==> config.mk <==
export PLATFORM = sky130hd
export DESIGN_NAME = backslash_escape_decoder_flat
export DESIGN_NICKNAME = d
export VERILOG_FILES = /design/src/rtl/bed_pkg.sv /design/src/rtl/bed_in_if.sv /design/src/rtl/bed_out_if.sv /design/src/rtl/bed_front.sv /design/src/rtl/bed_queue.sv /design/src/rtl/bed_back.sv /design/src/rtl/backslash_escape_decoder.sv /design/src/flat_wrapper.sv
export SDC_FILE = /design/constraint.sdc
export NUM_CORES = 1
export LEC_CHECK = 0
export BUFFER_PORTS_ARGS = -buffer_cell sky130_fd_sc_hd__buf_2
export CORE_MARGIN = 3
export CORE_UTILIZATION = 62
export DETAILED_ROUTE_END_ITERATION = 8
export MAX_ROUTING_LAYER = met4
export PLACE_DENSITY = 0.91
export SYNTH_ARGS = -nofsm -noshare
export SYNTH_HDL_FRONTEND = slang
export SYNTH_HIERARCHICAL = 1
export SYNTH_SLANG_ARGS = --single-unit
==> constraint.sdc <==
create_clock -name clk -period 4.09 [get_ports clk]
set_input_delay 0.2045 -clock clk [delete_from_list [all_inputs] [get_ports clk]]
set_output_delay 0.2045 -clock clk [all_outputs]
set_load 0.03 [all_outputs]
==> src/rtl/bed_pkg.sv <==
// Shared types, character constants and decode functions for the backslash escape decoder.
// Used by every module of the block; depends on nothing.
package bed_pkg;

	// Escape characters
	localparam logic [7:0] CH_BACKSLASH = 8'h5C;
	localparam logic [7:0] CH_X_LO      = 8'h78;
	localparam logic [7:0] CH_X_UP      = 8'h58;

	// Numeric escapes stop after this many digits
	localparam logic [1:0] MAX_DIGITS = 2'd3;

	// Depth of the queue between front and back
	localparam int unsigned QDEPTH = 4;
	localparam int unsigned QAW    = $clog2(QDEPTH);

	// Parser phase, one-hot
	typedef enum logic [3:0] {
		PH_PLAIN   = 4'b0001,
		PH_ESC     = 4'b0010,
		PH_DIGITS  = 4'b0100,
		PH_AFTER_X = 4'b1000
	} bed_phase_t;

	// One result word
	typedef struct packed {
		logic [7:0] data;
		logic       has_byte;
		logic       last;
	} bed_res_t;

	// Results caused by one input word; second is used when two is set
	typedef struct packed {
		bed_res_t first;
		bed_res_t second;
		logic     two;
	} bed_entry_t;

	// Queue head as seen by the back end
	typedef struct packed {
		bed_entry_t head;
		logic       empty;
	} bed_qhead_t;

	// Control escape letter: {hit, code}
	function automatic logic [8:0] ctl_lookup(input logic [7:0] b);
		logic [8:0] r;
		case (b)
			8'h6E:        r = {1'b1, 8'h0A}; // n
			8'h74:        r = {1'b1, 8'h09}; // t
			8'h72:        r = {1'b1, 8'h0D}; // r
			8'h66:        r = {1'b1, 8'h0C}; // f
			8'h62:        r = {1'b1, 8'h08}; // b
			8'h76:        r = {1'b1, 8'h0B}; // v
			8'h61:        r = {1'b1, 8'h07}; // a
			CH_BACKSLASH: r = {1'b1, CH_BACKSLASH};
			default:      r = 9'd0;
		endcase
		return r;
	endfunction

	// Octal digit test; the value is then b[2:0]
	function automatic logic is_octal(input logic [7:0] b);
		return (b inside {[8'h30:8'h37]});
	endfunction

	// Hex digit: {ok, value}
	function automatic logic [4:0] hex_digit(input logic [7:0] b);
		logic [7:0] t;
		logic [4:0] r;
		r = 5'd0;
		if (b inside {[8'h30:8'h39]}) begin
			t = b - 8'h30;
			r = {1'b1, t[3:0]};
		end else if (b inside {[8'h61:8'h66]}) begin
			t = b - 8'h57;
			r = {1'b1, t[3:0]};
		end else if (b inside {[8'h41:8'h46]}) begin
			t = b - 8'h37;
			r = {1'b1, t[3:0]};
		end
		return r;
	endfunction

endpackage

==> src/rtl/bed_in_if.sv <==
// Input channel of the backslash escape decoder: one text byte per word.
// Standalone interface; no dependencies.
interface bed_in_if;
	logic       valid;
	logic       ready;
	logic [7:0] in_byte;
	logic       in_last;

	modport source (output valid, output in_byte, output in_last, input ready);
	modport sink   (input valid, input in_byte, input in_last, output ready);
endinterface

==> src/rtl/bed_out_if.sv <==
// Output channel of the backslash escape decoder: one decoded result per word.
// Standalone interface; no dependencies.
interface bed_out_if;
	logic       valid;
	logic       ready;
	logic [7:0] out_byte;
	logic       out_valid;
	logic       out_end;

	modport source (output valid, output out_byte, output out_valid, output out_end,
		input ready);
	modport sink   (input valid, input out_byte, input out_valid, input out_end,
		output ready);
endinterface

==> src/rtl/bed_front.sv <==
// Front end: accepts text bytes, runs the escape parser and builds the results of each byte.
// Depends on bed_pkg and bed_in_if.
module bed_front import bed_pkg::*; (
	input  logic       clk,
	input  logic       arst_n,
	bed_in_if.sink     din,
	input  logic       full,
	output logic       push,
	output bed_entry_t entry
);

	bed_phase_t ph_q, ph_n;
	logic [7:0] val_q, val_n;
	logic [1:0] cnt_q, cnt_n;
	logic       hex_q, hex_n;

	logic [7:0] b;
	logic       accept;
	logic [8:0] ctl;
	logic [4:0] hd;
	logic       oct;
	logic       dig_ok;
	logic [7:0] acc;
	logic [1:0] cnt_inc;
	logic [1:0] n;
	bed_res_t   r0, r1;

	assign b         = din.in_byte;
	assign din.ready = !full;
	assign accept    = din.valid && din.ready;
	assign ctl       = ctl_lookup(b);
	assign hd        = hex_digit(b);
	assign oct       = is_octal(b);
	assign dig_ok    = hex_q ? hd[4] : oct;
	assign acc       = hex_q ? {val_q[3:0], hd[3:0]} : {val_q[4:0], b[2:0]};
	assign cnt_inc   = cnt_q + 2'd1;

	// Parse one byte: next state and up to two results
	always_comb begin
		ph_n  = ph_q;
		val_n = val_q;
		cnt_n = cnt_q;
		hex_n = hex_q;
		r0    = '0;
		r1    = '0;
		n     = 2'd0;
		case (ph_q)
			PH_PLAIN: begin
				if (b == CH_BACKSLASH) begin
					ph_n = PH_ESC;
				end else begin
					r0 = '{data: b, has_byte: 1'b1, last: 1'b0};
					n  = 2'd1;
				end
			end
			PH_ESC: begin
				if (ctl[8]) begin
					r0   = '{data: ctl[7:0], has_byte: 1'b1, last: 1'b0};
					n    = 2'd1;
					ph_n = PH_PLAIN;
				end else if (oct) begin
					val_n = {5'd0, b[2:0]};
					cnt_n = 2'd1;
					hex_n = 1'b0;
					ph_n  = PH_DIGITS;
				end else if (b == CH_X_LO || b == CH_X_UP) begin
					val_n = 8'd0;
					cnt_n = 2'd0;
					hex_n = 1'b1;
					ph_n  = PH_AFTER_X;
				end else begin
					ph_n = PH_PLAIN;
				end
			end
			PH_AFTER_X: begin
				if (hd[4]) begin
					val_n = {4'd0, hd[3:0]};
					cnt_n = 2'd1;
					ph_n  = PH_DIGITS;
				end else begin
					// x with no hex digit: emit zero, drop the byte
					r0    = '{data: 8'd0, has_byte: 1'b1, last: 1'b0};
					n     = 2'd1;
					ph_n  = PH_PLAIN;
					val_n = 8'd0;
					cnt_n = 2'd0;
					hex_n = 1'b0;
				end
			end
			PH_DIGITS: begin
				if (dig_ok) begin
					if (cnt_inc == MAX_DIGITS || cnt_inc == 2'd0) begin
						r0    = '{data: acc, has_byte: 1'b1, last: 1'b0};
						n     = 2'd1;
						ph_n  = PH_PLAIN;
						val_n = 8'd0;
						cnt_n = 2'd0;
						hex_n = 1'b0;
					end else begin
						val_n = acc;
						cnt_n = cnt_inc;
					end
				end else begin
					// Non-digit ends the number; a backslash then starts a new escape, any other byte is plain text
					r0    = '{data: val_q, has_byte: 1'b1, last: 1'b0};
					val_n = 8'd0;
					cnt_n = 2'd0;
					hex_n = 1'b0;
					if (b == CH_BACKSLASH) begin
						ph_n = PH_ESC;
						n    = 2'd1;
					end else begin
						ph_n = PH_PLAIN;
						r1   = '{data: b, has_byte: 1'b1, last: 1'b0};
						n    = 2'd2;
					end
				end
			end
			default: begin
				ph_n  = PH_PLAIN;
				val_n = 8'd0;
				cnt_n = 2'd0;
				hex_n = 1'b0;
			end
		endcase

		// End of string: flush a pending number, mark the last result or add an end-only one
		if (din.in_last) begin
			if (ph_n == PH_DIGITS || ph_n == PH_AFTER_X) begin
				if (n == 2'd0) begin
					r0 = '{data: (ph_n == PH_DIGITS) ? val_n : 8'd0, has_byte: 1'b1,
						last: 1'b0};
				end else begin
					r1 = '{data: (ph_n == PH_DIGITS) ? val_n : 8'd0, has_byte: 1'b1,
						last: 1'b0};
				end
				n = n + 2'd1;
			end
			if (n == 2'd0) begin
				r0 = '{data: 8'd0, has_byte: 1'b0, last: 1'b1};
				n  = 2'd1;
			end else if (n == 2'd1) begin
				r0.last = 1'b1;
			end else begin
				r1.last = 1'b1;
			end
			ph_n  = PH_PLAIN;
			val_n = 8'd0;
			cnt_n = 2'd0;
			hex_n = 1'b0;
		end
	end

	assign push  = accept && (n != 2'd0);
	assign entry = '{first: r0, second: r1, two: (n == 2'd2)};

	// Advance parser state on each accepted word
	always_ff @(posedge clk or negedge arst_n) begin
		if (!arst_n) begin
			ph_q  <= PH_PLAIN;
			val_q <= 8'd0;
			cnt_q <= 2'd0;
			hex_q <= 1'b0;
		end else if (accept) begin
			ph_q  <= ph_n;
			val_q <= val_n;
			cnt_q <= cnt_n;
			hex_q <= hex_n;
		end
	end

endmodule

==> src/rtl/bed_queue.sv <==
// Short queue of result entries between the parser front end and the output back end.
// Depends on bed_pkg.
module bed_queue import bed_pkg::*; (
	input  logic       clk,
	input  logic       arst_n,
	input  logic       push,
	input  bed_entry_t entry,
	output logic       full,
	input  logic       pop,
	output bed_qhead_t qhead
);

	bed_entry_t     slots_q [QDEPTH];
	logic [QAW-1:0] wr_q, rd_q;
	logic [QAW:0]   cnt_q;

	assign full        = (cnt_q == (QAW+1)'(QDEPTH));
	assign qhead.empty = (cnt_q == '0);
	assign qhead.head  = slots_q[rd_q];

	// Store pushed entries
	always_ff @(posedge clk) begin
		if (push) begin
			slots_q[wr_q] <= entry;
		end
	end

	// Advance pointers and fill count
	always_ff @(posedge clk or negedge arst_n) begin
		if (!arst_n) begin
			wr_q  <= '0;
			rd_q  <= '0;
			cnt_q <= '0;
		end else begin
			if (push) begin
				wr_q <= (wr_q == QAW'(QDEPTH - 1)) ? '0 : wr_q + 1'b1;
			end
			if (pop) begin
				rd_q <= (rd_q == QAW'(QDEPTH - 1)) ? '0 : rd_q + 1'b1;
			end
			if (push && !pop) begin
				cnt_q <= cnt_q + 1'b1;
			end else if (pop && !push) begin
				cnt_q <= cnt_q - 1'b1;
			end
		end
	end

endmodule

==> src/rtl/bed_back.sv <==
// Back end: splits queue entries into single result words behind an output register.
// Depends on bed_pkg and bed_out_if.
module bed_back import bed_pkg::*; (
	input  logic       clk,
	input  logic       arst_n,
	input  bed_qhead_t qhead,
	output logic       pop,
	bed_out_if.source  dout
);

	bed_res_t res_q;
	logic     vld_q;
	logic     idx_q;
	logic     load;
	bed_res_t cur;

	assign load = !qhead.empty && (!vld_q || dout.ready);
	assign cur  = idx_q ? qhead.head.second : qhead.head.first;
	assign pop  = load && (idx_q || !qhead.head.two);

	// Hold the result register until taken, refill from the queue head
	always_ff @(posedge clk or negedge arst_n) begin
		if (!arst_n) begin
			vld_q <= 1'b0;
			idx_q <= 1'b0;
		end else if (load) begin
			vld_q <= 1'b1;
			idx_q <= !pop;
		end else if (dout.ready) begin
			vld_q <= 1'b0;
		end
	end

	always_ff @(posedge clk) begin
		if (load) begin
			res_q <= cur;
		end
	end

	assign dout.valid     = vld_q;
	assign dout.out_byte  = res_q.data;
	assign dout.out_valid = res_q.has_byte;
	assign dout.out_end   = res_q.last;

endmodule

==> src/rtl/backslash_escape_decoder.sv <==
// C-style backslash escape decoder. Takes one text byte per cycle while the queue has room
// and gives decoded bytes, one result word per cycle while the output is ready; a byte that
// yields two results (a number closed by a plain character) gives them as two words. The
// front end's parser accepts a byte every cycle while the four-entry result queue has room;
// the output register then drains one result a cycle while dout.ready is high, so input
// stalls only when the output side is slower than the text. An accepted byte's results are
// first written into the queue and then loaded into the output register. The last result of
// each string has out_end set; it can be an end-only word with out_valid low.
// Depends on bed_pkg, bed_in_if, bed_out_if, bed_front, bed_queue and bed_back.
module backslash_escape_decoder import bed_pkg::*; (
	input  logic      clk,
	input  logic      arst_n,
	bed_in_if.sink    din,
	bed_out_if.source dout
);

	logic       push;
	logic       full;
	logic       pop;
	bed_entry_t entry;
	bed_qhead_t qhead;

	bed_front u_front (
		.clk    (clk),
		.arst_n (arst_n),
		.din    (din),
		.full   (full),
		.push   (push),
		.entry  (entry)
	);

	bed_queue u_queue (
		.clk    (clk),
		.arst_n (arst_n),
		.push   (push),
		.entry  (entry),
		.full   (full),
		.pop    (pop),
		.qhead  (qhead)
	);

	bed_back u_back (
		.clk    (clk),
		.arst_n (arst_n),
		.qhead  (qhead),
		.pop    (pop),
		.dout   (dout)
	);

`ifndef SYNTH
	// Never push into a full queue
	a_no_overflow: assert property (@(posedge clk) disable iff (!arst_n)
		push |-> !full)
		else $error("push into full queue");

	// Never pop an empty queue
	a_no_underflow: assert property (@(posedge clk) disable iff (!arst_n)
		pop |-> !qhead.empty)
		else $error("pop from empty queue");

	// An entry without a byte is always an end marker
	a_end_only: assert property (@(posedge clk) disable iff (!arst_n)
		(dout.valid && !dout.out_valid) |-> dout.out_end)
		else $error("empty result without end marker");
`endif

endmodule
==> src/flat_wrapper.sv <==
// flat-port wrapper written by rule: the top's interface ports become plain ports
module backslash_escape_decoder_flat import bed_pkg::*;
  (clk, arst_n, din_valid, din_in_byte, din_in_last, din_ready, dout_valid, dout_out_byte, dout_out_valid, dout_out_end, dout_ready);
  bed_in_if din_i ();
  bed_out_if dout_i ();
  input  logic clk;
  input  logic arst_n;
  input wire logic [$bits(din_i.valid)-1:0] din_valid;
  input wire logic [$bits(din_i.in_byte)-1:0] din_in_byte;
  input wire logic [$bits(din_i.in_last)-1:0] din_in_last;
  output wire logic [$bits(din_i.ready)-1:0] din_ready;
  output wire logic [$bits(dout_i.valid)-1:0] dout_valid;
  output wire logic [$bits(dout_i.out_byte)-1:0] dout_out_byte;
  output wire logic [$bits(dout_i.out_valid)-1:0] dout_out_valid;
  output wire logic [$bits(dout_i.out_end)-1:0] dout_out_end;
  input wire logic [$bits(dout_i.ready)-1:0] dout_ready;
  assign din_i.valid = din_valid;
  assign din_i.in_byte = din_in_byte;
  assign din_i.in_last = din_in_last;
  assign din_ready = din_i.ready;
  assign dout_valid = dout_i.valid;
  assign dout_out_byte = dout_i.out_byte;
  assign dout_out_valid = dout_i.out_valid;
  assign dout_out_end = dout_i.out_end;
  assign dout_i.ready = dout_ready;
  backslash_escape_decoder u_core (.clk(clk), .arst_n(arst_n), .din(din_i), .dout(dout_i));
endmodule
---- Yosys cells after proc, flatten, opt, wreduce, memory -nomap -nowiden ----
Memories as Yosys holds them, arrays and structs flattened.
Cells that the tools add are included.
cells by class
  add/sub/neg operators ................... 9
  magnitude comparators ................... 7
  eq/ne operators ......................... 27
  muxes and demuxes ....................... 80
  reductions and logical operators ........ 30
operators with widths
  cell                                                                count
  2-to-1 mux 10 bit                                                   13
  == test 8 x 7 -> 1 bit (second input constant)                      10
  case mux 9 bit (8 select lines)                                     1
  2-to-1 mux 8 bit                                                    8
  case mux 10 bit (4 select lines)                                    1
  2-to-1 mux 2 bit                                                    16
  2-to-1 mux 4 bit                                                    8
  case mux 8 bit (4 select lines)                                     1
  2-to-1 mux 1 bit                                                    21
  greater-or-equal comparator 8 x 7 -> 1 bit (second input constant)  2
  <= comparator 8 x 6 -> 1 bit (second input constant)                2
  <= comparator 8 x 7 -> 1 bit (second input constant)                2
  case mux 2 bit (4 select lines)                                     2
  case mux 4 bit (4 select lines)                                     1
  2-to-1 mux 5 bit                                                    3
  logical AND 1 bit                                                   10
  2-to-1 mux 3 bit                                                    3
  2-to-1 mux 9 bit                                                    1
  adder 2 x 1 -> 2 bit (second input constant)                        4
  == test 2 bit (second input constant)                               4
  == test 4 x 3 -> 1 bit (second input constant)                      2
  == test 4 bit (second input constant)                               2
  greater-or-equal comparator 8 x 6 -> 1 bit (second input constant)  1
  inequality test 4 bit (second input constant)                       2
  18 further kinds                                                    33
storage, ports and cells
  register bits ........................... 34
  RAM bits ................................ 84
  input bits .............................. 13
  output and inout bits ................... 12
  logic and storage cells ................. 166
  memories ................................ 1
memories
  memory                  depth  bits a word  read ports  clocked after Yosys merged registers in  wr ports  line             source
  u_core.u_queue.slots_q  4      21           1           0                                        1         bed_queue.sv:13  bed_entry_t slots_q [QDEPTH];

---- Depth between registers and ports, before layout ----
Gate-level depths: netlist of the first run.
  depth after elaboration ................. 21
  depth in mapped cells ................... 16
  depth with buffers taken out ............ 15

---- Hierarchy ----
Netlist of the first run, hierarchy kept.
modules (own cells, without submodules)
  module     times used  cells each  area each (sq um)  seq. area each (sq um)
  bed_queue  1           147         3480.8             2697.6
  bed_front  1           273         2159.6             376.6
  bed_back   1           30          564.3              350.3

---- Worst setup path before layout of the first run ----
OpenSTA, ideal clock, no wires.
  path kind ............................... input to register
  from .................................... in din_in_byte[0]
  to ...................................... reg u_core.u_queue.cnt_q[2]
  library setup time ...................... 0.079 ns
  arrival ................................. 3.079 ns
  required time ........................... 4.011 ns
  path slack .............................. 0.931 ns
  stages .................................. 15
  path buffers ............................ 0
  cell sequence ........................... inv_1 > ha_1 > o21bai_1 > nor2_1 > a21oi_2 > nand2_4 > nor3_2 > nor2_1 > a21oi_1 > ha_1 > inv_1 > fa_1 > xor2_1 > nor2_1 > xor2_1
between the ends
  longest elaborated chain between the ends .. 20
  elaborated cells between the ends (all ways) .. 57
  classes of those cells .................. 1 x add/sub; 7 x order compare; 12 x eq/ne; 24 x mux; 13 x reduce/logical
RTL lines
  element                                                                                            line                            source
  start: declaration                                                                                 flat_wrapper.sv:9               input wire logic [$bits(din_i.in_byte)-1:0] din_in_byte;
  greater-or-equal comparator 8 x 7 -> 1 bit / <= comparator 8 x 7 -> 1 bit (equally long branches)  bed_pkg.sv:78                   end else if (b inside {[8'h41:8'h46]}) begin
  logical AND 1 bit                                                                                  bed_pkg.sv:78
  2-to-1 mux 5 bit                                                                                   bed_pkg.sv:78
  2-to-1 mux 5 bit                                                                                   bed_pkg.sv:75                   end else if (b inside {[8'h61:8'h66]}) begin
  2-to-1 mux 5 bit                                                                                   bed_pkg.sv:72                   if (b inside {[8'h30:8'h39]}) begin
  2-to-1 mux 1 bit                                                                                   bed_front.sv:34                 assign dig_ok = hex_q ? hd[4] : oct;
  2-to-1 mux 4 bit                                                                                   bed_front.sv:91                 if (dig_ok) begin
  case mux 4 bit (4 select lines)                                                                    bed_front.sv:47                 case (ph_q)
  (+5 left out)                                                                                      n/a
  2-to-1 mux 2 bit                                                                                   bed_front.sv:139                if (n == 2'd0) begin
  2-to-1 mux 2 bit (*)                                                                               bed_front.sv:128                if (din.in_last) begin
  nonzero test 2 bit (*)                                                                             bed_front.sv:154                assign push = accept && (n != 2'd0);
  logical AND 1 bit (*)                                                                              bed_front.sv:154
  net u_core.push                                                                                    backslash_escape_decoder.sv:17  logic push;
  zero test 1 bit                                                                                    bed_queue.sv:43                 end else if (pop && !push) begin
  logical AND 1 bit                                                                                  bed_queue.sv:43
  nonzero test 2 bit (no source line)                                                                n/a
  end signal: assignment                                                                             bed_queue.sv:42                 cnt_q <= cnt_q + 1'b1;
  end signal: assignment                                                                             bed_queue.sv:44                 cnt_q <= cnt_q - 1'b1;
  end: declaration                                                                                   bed_queue.sv:15                 logic [QAW:0] cnt_q;
The timed path passes the listed nets; every way through them passes the cells marked *. The select of a mux whose other input is x is not followed.
A chain may end at the register's enable or synchronous reset.

==> impl_metrics.tcl, run 1 <==
set metrics [dict create \
    status "finished, final reports clean" \
    fin_total_pwr_mw 4.36 \
    hold_viol_final 0 \
    grt_use_total 0.306 \
    yosysSeqAreaShare 0.552 \
    p_leak_nw 2.50 \
    switchingPower_mw 1.44 \
    cts.repair.resized 0 \
    max_freq_ghz 0.280 \
    port_buffers 24 \
    cts_buffers 17 \
    fp.dieW_um 106 \
    wl_per_cell_um 25.0 \
    die_area_um2 11200 \
    firstDrtPassIters 6 \
    clockPowerShare 0.320 \
    via_per_inst 6.79 \
    tightest_slew_ns 0.983 \
    io_pins 25 \
    syn2layout_area_growth_pct 12.7 \
    num_rows 35 \
    hp-class "in2reg" \
    max_slew_margin 0.340 \
    required_ns 4.32 \
    intPower_mw 2.92 \
    rsz0062_at_grt "no" \
    hpwl_um 10300 \
    synth_cell_types 81 \
    async_flop_share 0.203 \
    ir_worst_vdd_mv 0.321 \
    vias 4284 \
    power_density_nw_per_um2 624 \
    grt_overflow_total 0 \
    mappedNetlistNets 477 \
    grt_pass1_wl_um 24700 \
    cts-root-buf "clkbuf_8" \
    crit_chain "or4b_1 -> nor2_1 -> a21o_1 -> or2_2 -> a21oi_1 -> ha_1 -> nor2b_1 -> o2111ai_2 -> o31ai_1" \
    die_y_um 106 \
    grt_max_degree 25 \
    core_um2 9460 \
    setup_tns_ns 0 \
    criticalPathCategory "reg2reg" \
    critPathArrivalTime_ns 3.80 \
    clk_latency_ns 0.53 \
    synth_edf_count 94 \
    syn_area_um2 6200 \
    period_needed_ns 3.57 \
    drive_gt1_frac 0.263 \
    critPathCaptureType "flop" \
    crit_fanout 9 \
    clock_sinks 118 \
    syn_inst 450 \
    fin_crit_sh 0.873 \
    ys_ff_latch 118 \
    antenna_found_initial 0 \
    timing.final.max_slew_violations 0 \
    totalWireLength_um 15800 \
    syn_avg_cell_area_um2 13.8 \
    critPathLaunchType "flop" \
    initial_core_util 0.656 \
    final_common_cell "edfxtp_1" \
    power_frac_seq 0.398 \
    grt_pass1_vias 4272 \
    clk_path_buf_depth 2 \
    drc 0 \
    final_cell_mix "94 x edfxtp_1, 39 x nand2_1, 26 x o21ai_0" \
    maxCapViolations 0 \
    ant_nets 0 \
    diodes 0 \
    cts_tree "built" \
    gp_congestion 0.942 \
    first_iter_violations 654 \
    cpPeakStageDelay_ns 0.71 \
    slowest_stage "or4b_1" \
    skew_ns 0.0105 \
    synth_ff_type "edfxtp_1" \
    swShare 0.330 \
    setup_viol_count_final 0 \
    path_clk_slew_ns 0.06 \
    nNetsFinal 516 \
    yosysWarningCount 6 \
    p_comb_frac 0.282 \
    htree_levels 4 \
]
## layer usage
layer	routed length, um	vias up	track usage
met4	668	0	0.123
li1	-	1845	-
met5	0	-	-
met3	1370	71	0.0638
met2	7900	315	0.501
met1	5810	2053	0.378
## synthesized netlist by cell type (5+ instances only)
cell type	count	share of area
a21oi_1	16	0.013
a22o_1	7	0.0099
and2_1	9	0.0091
buf_2	7	0.0056
buf_6	7	0.013
dfrtp_1	23	0.093
edfxtp_1	94	0.45
ha_1	13	0.026
inv_1	17	0.010
mux2_2	5	0.0091
mux2_4	11	0.027
mux2i_1	6	0.0097
mux4_2	18	0.065
nand2_1	39	0.024
nand3_1	8	0.0065
nor2_1	19	0.011
nor2b_1	5	0.0050
nor3_1	5	0.0040
o21ai_0	26	0.021
o31ai_1	9	0.011
## power by group through the flow
stage / clock network [mW] / logic (mW) / registers [mW]
finish: 1.40 / 1.23 / 1.74
global route: 1.47 / 1.31 / 1.75
CTS: 1.41 / 1.24 / 1.74
detailed placement: 0 / 1.20 / 1.75
global placement: 0 / 1.13 / 1.72
floorplan: 0 / 0.854 / 1.81
## worst paths after layout
path | from | slack [ns] | to | cells past startpoint
setup / recovery | u_core/u_front/ph_q[2] | 0.52 | u_core/u_queue/slots_q[2][4] | 9
hold reg to reg | u_core/u_front/cnt_q[1] | 0.49 | u_core/u_front/cnt_q[1] | 2
hold / removal | din_in_last | 0.03 | u_core/u_front/hex_q | 2
max in group asynchronous | arst_n | 3.51 | u_core/u_front/ph_q[0] | 2
setup reg to reg | u_core/u_front/ph_q[2] | 0.52 | u_core/u_queue/slots_q[2][4] | 9
min in group asynchronous | arst_n | 0.20 | u_core/u_front/cnt_q[0] | 2
## layout make-up
class,instances,area [um^2]
sequential,118,3420
timing repair buffer,42,260
clock buffer,17,414
fill,582,2460
tap,129,161
inverter,17,63.8
multi-input combinational,293,2540
clock inverter,15,134
## what timing repair did
| item | 4_1_cts | 5_1_grt |
|---|---|---|
| hold buffers | 2 | 0 |
| setup buffers | 0 | 0 |
| endpoints found under the setup margin | 0 | 0 |
| hold endpoints to repair | 24 | 0 |
## worst max-delay path: cells and delay by family, from the launching register on
kind	cells	cell delay, ns
simple gates	4	1.35
compound gates	4	1.22
flops	1	0.45
fa+ha+maj	1	0.25
## stage by stage
step                      instances  cell area, um^2  utilization  hold slack, ns  worst slack [ns]
final                           631             6990        0.739          0.0282             0.519
after global routing            631             6990        0.739          0.0351             0.302
after CTS                       631             6990        0.739        0.000472             0.584
after detailed placement        597             6430        0.679           0.230             0.328
after global placement          597             6430        0.679           0.217             0.581
after floorplan                 450             6200            -         -0.0911             0.931
## flip-flops by register name, summed over array words and instances (netlist names)
signal,cells
u_core/u_queue/rd_q,2
u_core/u_back/dout.out_byte,8
u_core/u_front/cnt_q,2
u_core/u_queue/wr_q,2
u_core/u_front/hex_q,1
u_core/u_back/dout.valid,1
u_core/u_queue/slots_q,84
u_core/u_front/ph_q,4
u_core/u_back/idx_q,1
u_core/u_front/val_q,8
u_core/u_queue/cnt_q,3
u_core/u_back/dout.out_valid,1
u_core/u_back/dout.out_end,1
## cells by family (layout without fill, tap and decap cells)
kind of cell / after synthesis / in the layout / synth area share
adders and majority gates: 14 / 14 / 0.0294
muxes: 43 / 43 / 0.123
DFF: 118 / 118 / 0.552
xor gates and xnor gates: 6 / 6 / 0.00847
AOI/OAI and AO/OA: 102 / 102 / 0.121
buffers and inverters: 39 / 91 / 0.0393
and+or+nand+nor: 128 / 128 / 0.127
Note: power is estimated with default switching activity, not from simulation.
==> inputs of run 2 (changes only) <==
--- a/config.mk
+++ b/config.mk
@@ -5,9 +5,11 @@
 export SDC_FILE = /design/constraint.sdc
 export NUM_CORES = 1
 export LEC_CHECK = 0
-export BUFFER_PORTS_ARGS = -buffer_cell sky130_fd_sc_hd__buf_2
+export BUFFER_PORTS_ARGS = -buffer_cell sky130_fd_sc_hd__buf_4
+export CELL_PAD_IN_SITES_DETAIL_PLACEMENT = 0
+export CELL_PAD_IN_SITES_GLOBAL_PLACEMENT = 1
 export CORE_MARGIN = 3
-export CORE_UTILIZATION = 62
+export CORE_UTILIZATION = 52
 export DETAILED_ROUTE_END_ITERATION = 8
 export MAX_ROUTING_LAYER = met4
 export PLACE_DENSITY = 0.91
==> run 2 against run 1 <==
Net effect: design area is 1.3% higher; largest cell class unchanged; cell count is 2.1% higher; highest routed layer unchanged; critical path depth is the same.
==> impl_metrics.tcl, run 2 (synthesis gave the netlist of run 1 again) <==
set metrics [dict create \
    hp-class "in2reg" \
    grt_overflow_total 0 \
    timing.hold.ws_ns 0.114 \
    grt_pass1_wl_um 21900 \
    grt_use_total 0.229 \
    ant_nets 0 \
    whs_endpoint "u_core/u_front/hex_q" \
    path_clk_slew_ns 0.05 \
    initial_core_util 0.539 \
    p_leak_nw 2.54 \
    clock_sinks 118 \
    power_density_nw_per_um2 610 \
    diodes 0 \
    wl_per_cell_um 21.2 \
    vias 4009 \
    cts-root-buf "clkbuf_16" \
    drc 0 \
    r2r_cells 9 \
    rsz0062_at_grt "no" \
    regMostFlops "u_core/u_queue/slots_q" \
    cts.repair.resized 0 \
    critPathCaptureType "flop" \
    met2_usage 0.358 \
    num_rows 39 \
    holdPathStages 2 \
    status "finished, final reports clean" \
    syn2layout_area_growth_pct 14.2 \
    skew_ns 0.00874 \
    criticalPathCategory "reg2reg" \
    hold_viol_final 0 \
    io_pins 25 \
    drive_gt1_frac 0.251 \
    final_common_cell "edfxtp_1" \
    maxCapViolations 0 \
    setup_tns_ns 0 \
    met1_usage 0.294 \
    fin_crit_sh 0.839 \
    reg2reg_to "u_core/u_queue/slots_q[0][16]" \
    gp_congestion 0.952 \
    die_area_um2 13300 \
    die_y_um 115 \
    final_cell_mix "94 x edfxtp_1, 39 x buf_4, 39 x nand2_1" \
    firstDrtPassIters 5 \
    port_buffers 24 \
    tightest_slew_ns 0.901 \
    htree_levels 4 \
    core_um2 11500 \
    first_iter_violations 425 \
    nNetsFinal 515 \
    cts_buffers 17 \
    hpwl_um 9490 \
    fp.dieW_um 115 \
    required_ns 4.21 \
    cts_setup_buffers 0 \
    grt_max_degree 25 \
    critPathLaunchType "flop" \
    grt_pass1_vias 3995 \
    max_freq_ghz 0.291 \
    rr_startpoint "u_core/u_front/ph_q[0]" \
    timing.final.max_slew_violations 0 \
    largest_register_ffs 84 \
    clk_latency_ns 0.41 \
    use_met3 0.0663 \
    cts_tree "built" \
    clk_path_buf_depth 2 \
    rrSetupSlack_ns 0.66 \
    crit_fanout 9 \
    antenna_found_initial 0 \
    top_usage_layer "met2" \
    critPathArrivalTime_ns 3.56 \
    hold_path.startpoint "din_in_last" \
    via_per_inst 6.23 \
    period_needed_ns 3.43 \
    totalWireLength_um 13600 \
    ir_worst_vdd_mv 0.238 \
    max_slew_margin 0.394 \
    fillCellCount 847 \
    setup_viol_count_final 0 \
]
==> run 2: where the power goes <==
part	total, mW	internal, mW	switching, mW
combinational	1.19	0.578	0.612
sequential	1.71	1.60	0.113
clock	1.42	0.925	0.495
total	4.32	3.10	1.22
==> run 2: cell type report <==
type                    instances  area [um^2]  area share
clock buffers                  24          472      0.0666
clock inverters                 8         98.8      0.0139
inverters                      17         63.8     0.00900
multi-input cells             293         2540       0.358
flip-flops and latches        118         3420       0.483
well taps                     143          179      0.0252
repair buffers                 41          313      0.0441
==> run 2: how the worst max path moves through the flow <==
stage,start,to
2_1_floorplan,din_in_byte[0],u_core/u_queue/cnt_q[2]
3_3_place_gp,din_in_byte[0],u_core/u_queue/cnt_q[2]
3_5_place_dp,din_in_byte[0],u_core/u_queue/slots_q[0][16]
4_1_cts,u_core/u_front/ph_q[0],u_core/u_queue/slots_q[0][16]
5_1_grt,u_core/u_front/ph_q[0],u_core/u_queue/slots_q[0][16]
6_report,u_core/u_front/ph_q[0],u_core/u_queue/slots_q[0][16]
==> run 2: metrics by stage <==
step / cells / setup WS (ns) / utilization / power, mW / cell area (um^2)
after floorplan: 450 / 0.931 / - / 2.66 / 6200
after global placement: 610 / 0.618 / 0.564 / 2.89 / 6500
after detailed placement: 610 / 0.469 / 0.564 / 2.93 / 6500
after CTS: 644 / 0.729 / 0.615 / 4.36 / 7090
after global routing: 644 / 0.453 / 0.615 / 4.54 / 7090
final: 644 / 0.657 / 0.615 / 4.32 / 7090
==> run 2: timing repair <==
action,in CTS,in global routing
endpoints found under the hold margin,25,0
hold buffers,2,0
endpoints found under the setup margin,0,0
==> run 2: worst max-delay path, stage by stage, from the launching register on <==
cell and delay [ns]:
dfstp_2 0.62, or4b_1 0.32, nor2_1 0.15, a21o_1 0.24
or2_2 0.31, a21oi_1 0.28, ha_1 0.25, and2_1 0.21
nand4b_1 0.18, o311ai_1 0.59
==> run 2: metal layers <==
metal  share of wire  wire [um]  vias to the layer above
met2            0.50       6830                      160
met1            0.42       5740                     1984
met4           0.020        267                        0
met5               0          0                        -
li1                -          -                     1839
met3           0.057        779                       26
